===== src/cibs_pkg.sv =====
package cibs_pkg;

    localparam int MAX_NEEDLE  = 16;
    localparam int OFFSET_BITS = 32;
    localparam int QUEUE_DEPTH = 2;

    localparam int BYTE_W      = 8;
    localparam int WORD_W      = 64;
    localparam int LEN_W       = 5;
    localparam int OFFSET_W    = 32;
    localparam int CFG_INDEX_W = 2;
    localparam int IDX_W       = (MAX_NEEDLE > 1) ? $clog2(MAX_NEEDLE) : 1;
    localparam int QPTR_W      = (QUEUE_DEPTH > 1) ? $clog2(QUEUE_DEPTH) : 1;
    localparam int QCNT_W      = $clog2(QUEUE_DEPTH + 1);

    localparam logic [CFG_INDEX_W-1:0] REG_NEEDLE_LOW    = 2'd0;
    localparam logic [CFG_INDEX_W-1:0] REG_NEEDLE_HIGH   = 2'd1;
    localparam logic [CFG_INDEX_W-1:0] REG_NEEDLE_LENGTH = 2'd2;

    localparam logic [BYTE_W-1:0] LOWER_A   = 8'h61;
    localparam logic [BYTE_W-1:0] LOWER_Z   = 8'h7A;
    localparam logic [BYTE_W-1:0] CASE_DIFF = 8'h20;

    typedef struct packed {
        logic [BYTE_W-1:0] data;
        logic              last;
    } hs_item_t;

    // ASCII a..z to A..Z, everything else untouched
    function automatic logic [BYTE_W-1:0] fold_upper(input logic [BYTE_W-1:0] b);
        logic [BYTE_W-1:0] r;
        r = b;
        if (b >= LOWER_A && b <= LOWER_Z)
        begin
            r = b - CASE_DIFF;
        end
        return r;
    endfunction

endpackage


===== src/cibs_front.sv =====
module cibs_front
    import cibs_pkg::*;
(
    input  logic              in_valid,
    output logic              in_stall,
    input  logic [BYTE_W-1:0] data_byte,
    input  logic              last_byte,
    input  logic              queue_full,
    output logic              push,
    output hs_item_t          push_item
);

    // fold on the way in so the back end never sees lower-case ASCII letters
    assign in_stall       = queue_full;
    assign push           = in_valid && !queue_full;
    assign push_item.data = fold_upper(data_byte);
    assign push_item.last = last_byte;

endmodule


===== src/cibs_queue.sv =====
module cibs_queue
    import cibs_pkg::*;
(
    input  logic     clk,
    input  logic     rst_n,
    input  logic     push,
    input  hs_item_t push_item,
    input  logic     pop,
    output logic     head_valid,
    output hs_item_t head_item,
    output logic     full
);

    hs_item_t          entry_reg [QUEUE_DEPTH];
    logic [QPTR_W-1:0] wr_ptr_reg;
    logic [QPTR_W-1:0] wr_ptr_next;
    logic [QPTR_W-1:0] rd_ptr_reg;
    logic [QPTR_W-1:0] rd_ptr_next;
    logic [QCNT_W-1:0] count_reg;
    logic [QCNT_W-1:0] count_next;

    assign head_valid = (count_reg != '0);
    assign full       = (count_reg == QCNT_W'(QUEUE_DEPTH));
    assign head_item  = entry_reg[rd_ptr_reg];

    always_comb
    begin
        wr_ptr_next = wr_ptr_reg;
        rd_ptr_next = rd_ptr_reg;
        count_next  = count_reg;
        if (push)
        begin
            wr_ptr_next = (wr_ptr_reg == QPTR_W'(QUEUE_DEPTH - 1)) ? '0 : wr_ptr_reg + 1'b1;
        end
        if (pop)
        begin
            rd_ptr_next = (rd_ptr_reg == QPTR_W'(QUEUE_DEPTH - 1)) ? '0 : rd_ptr_reg + 1'b1;
        end
        if (push && !pop)
        begin
            count_next = count_reg + 1'b1;
        end
        else if (pop && !push)
        begin
            count_next = count_reg - 1'b1;
        end
    end

    always_ff @(posedge clk or negedge rst_n)
    begin
        if (!rst_n)
        begin
            wr_ptr_reg <= '0;
            rd_ptr_reg <= '0;
            count_reg  <= '0;
        end
        else
        begin
            wr_ptr_reg <= wr_ptr_next;
            rd_ptr_reg <= rd_ptr_next;
            count_reg  <= count_next;
        end
    end

    always_ff @(posedge clk)
    begin
        if (push)
        begin
            entry_reg[wr_ptr_reg] <= push_item;
        end
    end

endmodule


===== src/cibs_back.sv =====
module cibs_back
    import cibs_pkg::*;
(
    input  logic                   clk,
    input  logic                   rst_n,
    input  logic                   write_enable,
    input  logic [CFG_INDEX_W-1:0] write_index,
    input  logic [WORD_W-1:0]      write_data,
    input  logic                   head_valid,
    input  hs_item_t               head_item,
    output logic                   pop,
    output logic                   out_valid,
    input  logic                   out_stall,
    output logic                   found,
    output logic [OFFSET_W-1:0]    match_offset
);

    logic [WORD_W-1:0]      needle_low_reg;
    logic [WORD_W-1:0]      needle_high_reg;
    logic [LEN_W-1:0]       needle_length_reg;
    logic [BYTE_W-1:0]      window_reg [MAX_NEEDLE-1];
    logic [BYTE_W-1:0]      window_next [MAX_NEEDLE-1];
    logic [OFFSET_BITS-1:0] count_reg;
    logic [OFFSET_BITS-1:0] count_next;
    logic                   reported_reg;
    logic                   reported_next;
    logic                   out_valid_reg;
    logic                   found_reg;
    logic [OFFSET_W-1:0]    offset_reg;

    logic [2*WORD_W-1:0]    needle_all;
    logic [BYTE_W-1:0]      seq [MAX_NEEDLE];
    logic [OFFSET_BITS-1:0] count_inc;
    logic [OFFSET_BITS-1:0] offset_full;
    logic                   len_ok;
    logic                   hit;
    logic                   emit_found;
    logic                   emit_none;
    logic                   out_free;

    assign out_free     = !out_valid_reg || !out_stall;
    assign pop          = head_valid && out_free;
    assign out_valid    = out_valid_reg;
    assign found        = found_reg;
    assign match_offset = offset_reg;
    assign needle_all   = {needle_high_reg, needle_low_reg};

    always_comb
    begin
        for (int i = 0; i < MAX_NEEDLE - 1; i++)
        begin
            seq[i] = window_reg[i];
        end
        seq[MAX_NEEDLE-1] = head_item.data;
    end

    // count saturates at all ones
    assign count_inc   = (&count_reg) ? count_reg : count_reg + 1'b1;
    assign offset_full = count_inc - OFFSET_BITS'(needle_length_reg);
    assign len_ok      = (needle_length_reg <= LEN_W'(MAX_NEEDLE));

    // needle byte k lines up with seq[MAX_NEEDLE - len + k]
    always_comb
    begin
        logic [LEN_W-1:0] pos;
        hit = 1'b1;
        for (int k = 0; k < MAX_NEEDLE; k++)
        begin
            pos = LEN_W'(MAX_NEEDLE) - needle_length_reg + LEN_W'(k);
            if (LEN_W'(k) < needle_length_reg &&
                seq[pos[IDX_W-1:0]] != fold_upper(needle_all[k*BYTE_W +: BYTE_W]))
            begin
                hit = 1'b0;
            end
        end
        if (needle_length_reg != '0 && count_inc < OFFSET_BITS'(needle_length_reg))
        begin
            hit = 1'b0;
        end
    end

    assign emit_found = !reported_reg && len_ok && hit;
    assign emit_none  = head_item.last && !reported_reg && !emit_found;

    always_comb
    begin
        if (head_item.last)
        begin
            for (int i = 0; i < MAX_NEEDLE - 1; i++)
            begin
                window_next[i] = '0;
            end
            count_next    = '0;
            reported_next = 1'b0;
        end
        else
        begin
            for (int i = 0; i < MAX_NEEDLE - 1; i++)
            begin
                window_next[i] = seq[i+1];
            end
            count_next    = count_inc;
            reported_next = reported_reg || emit_found;
        end
    end

    always_ff @(posedge clk or negedge rst_n)
    begin
        if (!rst_n)
        begin
            needle_low_reg    <= '0;
            needle_high_reg   <= '0;
            needle_length_reg <= '0;
            for (int i = 0; i < MAX_NEEDLE - 1; i++)
            begin
                window_reg[i] <= '0;
            end
            count_reg     <= '0;
            reported_reg  <= 1'b0;
            out_valid_reg <= 1'b0;
        end
        else
        begin
            if (write_enable)
            begin
                case (write_index)
                    REG_NEEDLE_LOW:    needle_low_reg    <= write_data;
                    REG_NEEDLE_HIGH:   needle_high_reg   <= write_data;
                    REG_NEEDLE_LENGTH: needle_length_reg <= write_data[LEN_W-1:0];
                    default:           ;
                endcase
            end
            if (pop)
            begin
                window_reg   <= window_next;
                count_reg    <= count_next;
                reported_reg <= reported_next;
            end
            if (out_free)
            begin
                out_valid_reg <= pop && (emit_found || emit_none);
            end
        end
    end

    always_ff @(posedge clk)
    begin
        if (out_free)
        begin
            found_reg  <= emit_found;
            offset_reg <= (emit_found && needle_length_reg != '0) ?
                          OFFSET_W'(offset_full) : '0;
        end
    end

endmodule


===== src/case_insensitive_byte_search.sv =====
// A byte accepted at the input is written into the queue; when it is popped from
// the queue head, any result it produces is registered in the output register.
// Throughput: one byte per cycle unless out_stall holds the output; the window
// compare is combinational and a two-entry queue decouples input from output stalls.
// Reset (rst_n, asynchronous, active low) clears the needle registers, the
// window, the byte count, the queue and the output valid.
module case_insensitive_byte_search
    import cibs_pkg::*;
(
    input  logic                   clk,
    input  logic                   rst_n,
    input  logic                   write_enable,
    input  logic [CFG_INDEX_W-1:0] write_index,
    input  logic [WORD_W-1:0]      write_data,
    input  logic                   in_valid,
    output logic                   in_stall,
    input  logic [BYTE_W-1:0]      data_byte,
    input  logic                   last_byte,
    output logic                   out_valid,
    input  logic                   out_stall,
    output logic                   found,
    output logic [OFFSET_W-1:0]    match_offset
);

    logic     push;
    hs_item_t push_item;
    logic     pop;
    logic     head_valid;
    hs_item_t head_item;
    logic     queue_full;

    cibs_front u_front (
        .in_valid   (in_valid),
        .in_stall   (in_stall),
        .data_byte  (data_byte),
        .last_byte  (last_byte),
        .queue_full (queue_full),
        .push       (push),
        .push_item  (push_item)
    );

    cibs_queue u_queue (
        .clk        (clk),
        .rst_n      (rst_n),
        .push       (push),
        .push_item  (push_item),
        .pop        (pop),
        .head_valid (head_valid),
        .head_item  (head_item),
        .full       (queue_full)
    );

    cibs_back u_back (
        .clk          (clk),
        .rst_n        (rst_n),
        .write_enable (write_enable),
        .write_index  (write_index),
        .write_data   (write_data),
        .head_valid   (head_valid),
        .head_item    (head_item),
        .pop          (pop),
        .out_valid    (out_valid),
        .out_stall    (out_stall),
        .found        (found),
        .match_offset (match_offset)
    );

endmodule

===== config.mk =====
export PLATFORM = sky130hd
export DESIGN_NAME = case_insensitive_byte_search
export DESIGN_NICKNAME = d
export VERILOG_FILES = /design/src/cibs_pkg.sv /design/src/cibs_front.sv /design/src/cibs_queue.sv /design/src/cibs_back.sv /design/src/case_insensitive_byte_search.sv
export SDC_FILE = /design/constraint.sdc
export NUM_CORES = 1
export LEC_CHECK = 0
export BUFFER_PORTS_ARGS = -buffer_cell sky130_fd_sc_hd__buf_4
export CAP_MARGIN = 20
export CORE_MARGIN = 3
export CORE_UTILIZATION = 63
export DETAILED_ROUTE_END_ITERATION = 7
export PLACE_DENSITY = 0.81
export SLEW_MARGIN = 10
export SYNTH_ARGS = -nofsm -noshare
export SYNTH_HDL_FRONTEND = slang
export SYNTH_SLANG_ARGS = --single-unit

===== constraint.sdc =====
create_clock -name clk -period 8.2 [get_ports clk]
set_clock_uncertainty 0.2 [all_clocks]
set_input_delay 0 -clock clk [delete_from_list [all_inputs] [get_ports clk]]
set_output_delay 0 -clock clk [all_outputs]
set_load 0.005 [all_outputs]

==> out/results.ini <==
[setup_path]
cp-start-kind = flip-flop
critPathRequiredTime_ps = 8410
crit_fanout = 23
rrSetupSlack_ps = 1570
path_class = flip-flop to flip-flop
cp-end-kind = flip-flop
critPathArrivalTime_ps = 6840

[yosys]
synth_edf_count = 51
synth.most_common_cell = dfrtp_1
synth-seq-cells = 342
ys_seq_area_frac = 0.364
synth_common_cells = dfrtp_1 (291), mux2i_1 (243), mux2_2 (200)
synthCells = 2307
postSynth.asyncResetShare = 0.851
yosys_most_used_dff = dfrtp_1
synthTopCellsByArea = dfrtp_1 (30%), mux2i_1 (10%), mux2_2 (9.3%), mux4_2 (6.4%), edfxtp_1 (6.3%)
syn_nets = 2420
ys_types = 85
synthesis.area_sq_mm = 0.0242
synth.top_cell.area_share = 0.301
ys_warn_count = 0
yosysTopAreaCell = dfrtp_1
avgSynthCellArea_sq_um = 10.5

[power_and_ir_drop]
powerDensity_mw_per_mm2 = 300
swShare = 0.430
p_total_uw = 8340
pwr-share-comb = 0.500
p_int_uw = 4750
switching_power_uw = 3590
pwr-share-clk = 0.213
leakagePower_uw = 0.0119
pwr-share-seq = 0.286
ir_worst_vdd_mv = 0.194

[timing]
fin_crit_sh = 0.809
setup_viol = 0
relSlewSlack = 0.273
timing_hold_violations_final = 0
fin_setup_tns_ps = 0
fin_ws_ps = 1570
drv_slew = 0
fin_crit_ps = 6630
max_freq_mhz = 151
rsz0062_at_grt = false
worst_slew_pin_slew_ps = 1090

[detailed_routing]
drt_iter0_drc = 2346
wl_per_cell_um = 25.8
wl_met1_mm = 31.2
dr_wl_met2_mm = 34.7
routed_wl_mm = 77.4
vias = 20379
dr.max_layer_used = met4
drc = 0
vias_per_cell = 6.79
drtPass1Iterations = 7
met3WireLength_mm = 7.87
ant_nets = 0

[global_route]
grt_pass1_wl_mm = 119
antenna_found_initial = 0
grt_util_all_layers = 0.377
first_global_vias = 19726
grt_max_degree = 93
gr-total-overflow = 0

[place]
pre_cts_slack_ps = 1440
placed_cell_area_sq_mm = 0.0253
globalplace.congestion = 1.06
io_buffers = 114
dp_hpwl_mm = 54.8

[run_status]
status = complete, no violations

[flow_run]
maxCapViolations = 0

[final_layout]
fillerInstances = 2581
fin_nets = 2573
largest_reg_flops = 120
register_area_sq_mm = 0.00882
drive_above_1_share = 0.207
final_area_sq_mm = 0.0278
synthToLayoutAreaGrowth_pct = 14.6
multi_input_area_sq_mm = 0.0145
n_antenna_cell = 0

[clocking]
cts_tree = yes
clock_sinks = 342
clock_path_buffers = 3
clock_latency_ps = 570
clk_pin_slew_worst_paths_ps = 60
cts_hold_buf = 107
htree_levels = 2
postCtsSetupRepairBufs = 0
cts_buffers = 38
cts-resized-gates = 0
cts-root-buf = clkbuf_16

[die]
initial_utilization = 0.642
die_h_um = 202
row_count = 71
core_sq_mm = 0.0378
io-pin-count = 115
die_area_sq_mm = 0.0408
die_w_um = 202

[min_path]
min_path_type = primary input to flip-flop

final cells by class:
cell class              count  share of cell area
multi-input cells        1753               0.523
inverters                  67             0.00911
well taps                 511              0.0230
flip-flops and latches    342               0.318
clock buffers              54              0.0406
repair buffers            258              0.0810
clock inverters            15             0.00595
per-layer routing:
metal / vias up / track usage
met5: - / 0
met4: 0 / 0.144
met3: 197 / 0.0965
met2: 1046 / 0.575
met1: 10176 / 0.522
li1: 8960 / -
power by group through the flow:
stage / Sequential, uW / Clock (uW) / Combinational [uW]
after floorplan: 2250 / 0 / 3000
after global placement: 2380 / 0 / 3930
after detailed placement: 2390 / 0 / 4010
after CTS: 2370 / 1790 / 4080
after global routing: 2420 / 1870 / 4440
final: 2390 / 1780 / 4170
worst max-delay path, stage by stage, from the launching register on:
cell and delay (ps):
dfrtp_1 610, inv_1 280, ha_4 280, xnor2_4 500, ha_1 340, buf_4 220, inv_2 300, mux4_2 620
xnor2_1 160, nor3_1 200, a21oi_1 70, nor4b_1 530, and4_1 340, a31oi_1 100, or3_1 480, or4b_1 810
buf_8 270, nor2_1 140
through the flow:
step	hold slack, ps	cells	utilization
6_report	16.9	3000	0.735
5_1_grt	16.1	3000	0.735
3_5_place_dp	-129	2821	0.671
4_1_cts	0.0192	2997	0.734
2_1_floorplan	-496	2307	-
3_3_place_gp	-134	2821	0.671
path summary, 6_finish.rpt:
kind,start,endpoint,depth (start not counted)
worst max-delay path,u_back.needle_length_reg[1]$_DFFE_PN0P_,u_back.match_offset[27]$_SDFFCE_PN0N_,17
worst min-delay path,write_data[44],u_back.needle_high_reg[44]$_DFFE_PN0P_,3
worst max register to register,u_back.needle_length_reg[1]$_DFFE_PN0P_,u_back.match_offset[27]$_SDFFCE_PN0N_,17
worst min register to register,u_queue.wr_ptr_reg$_DFFE_PN0P_,u_queue.wr_ptr_reg$_DFFE_PN0P_,1
max in group asynchronous,rst_n,u_back.needle_high_reg[62]$_DFFE_PN0P_,4
min in group asynchronous,rst_n,u_back.count_reg[14]$_DFFE_PN0P_,4
cell usage in the layout, fill, tap and decap left out, types with 31 or more instances in the layout:
master	synthesis	final
nor3_1	37	37
buf_4	15	147
nand2_1	154	154
mux2_2	200	200
nor2_1	131	130
mux4_2	69	69
dfrtp_1	291	290
nand3_1	35	35
clkbuf_16	0	42
xnor2_1	112	110
o21ai_0	107	107
ha_1	32	31
a21oi_1	98	98
xor2_1	76	76
mux2i_1	243	243
edfxtp_1	51	51
a22o_1	117	117
dlygate4sd3_1	0	106
inv_1	61	61
cells by family after synthesis:
family / after synthesis / synth area share
muxes: 512 / 0.258
and+or+nand+nor: 510 / 0.102
AOI/OAI and AO/OA: 502 / 0.144
DFF: 342 / 0.364
buffers and inverters: 212 / 0.0397
xor gates and xnor gates: 196 / 0.0752
adders and majority gates: 33 / 0.0174
Power figures use the tool's default switching activity.
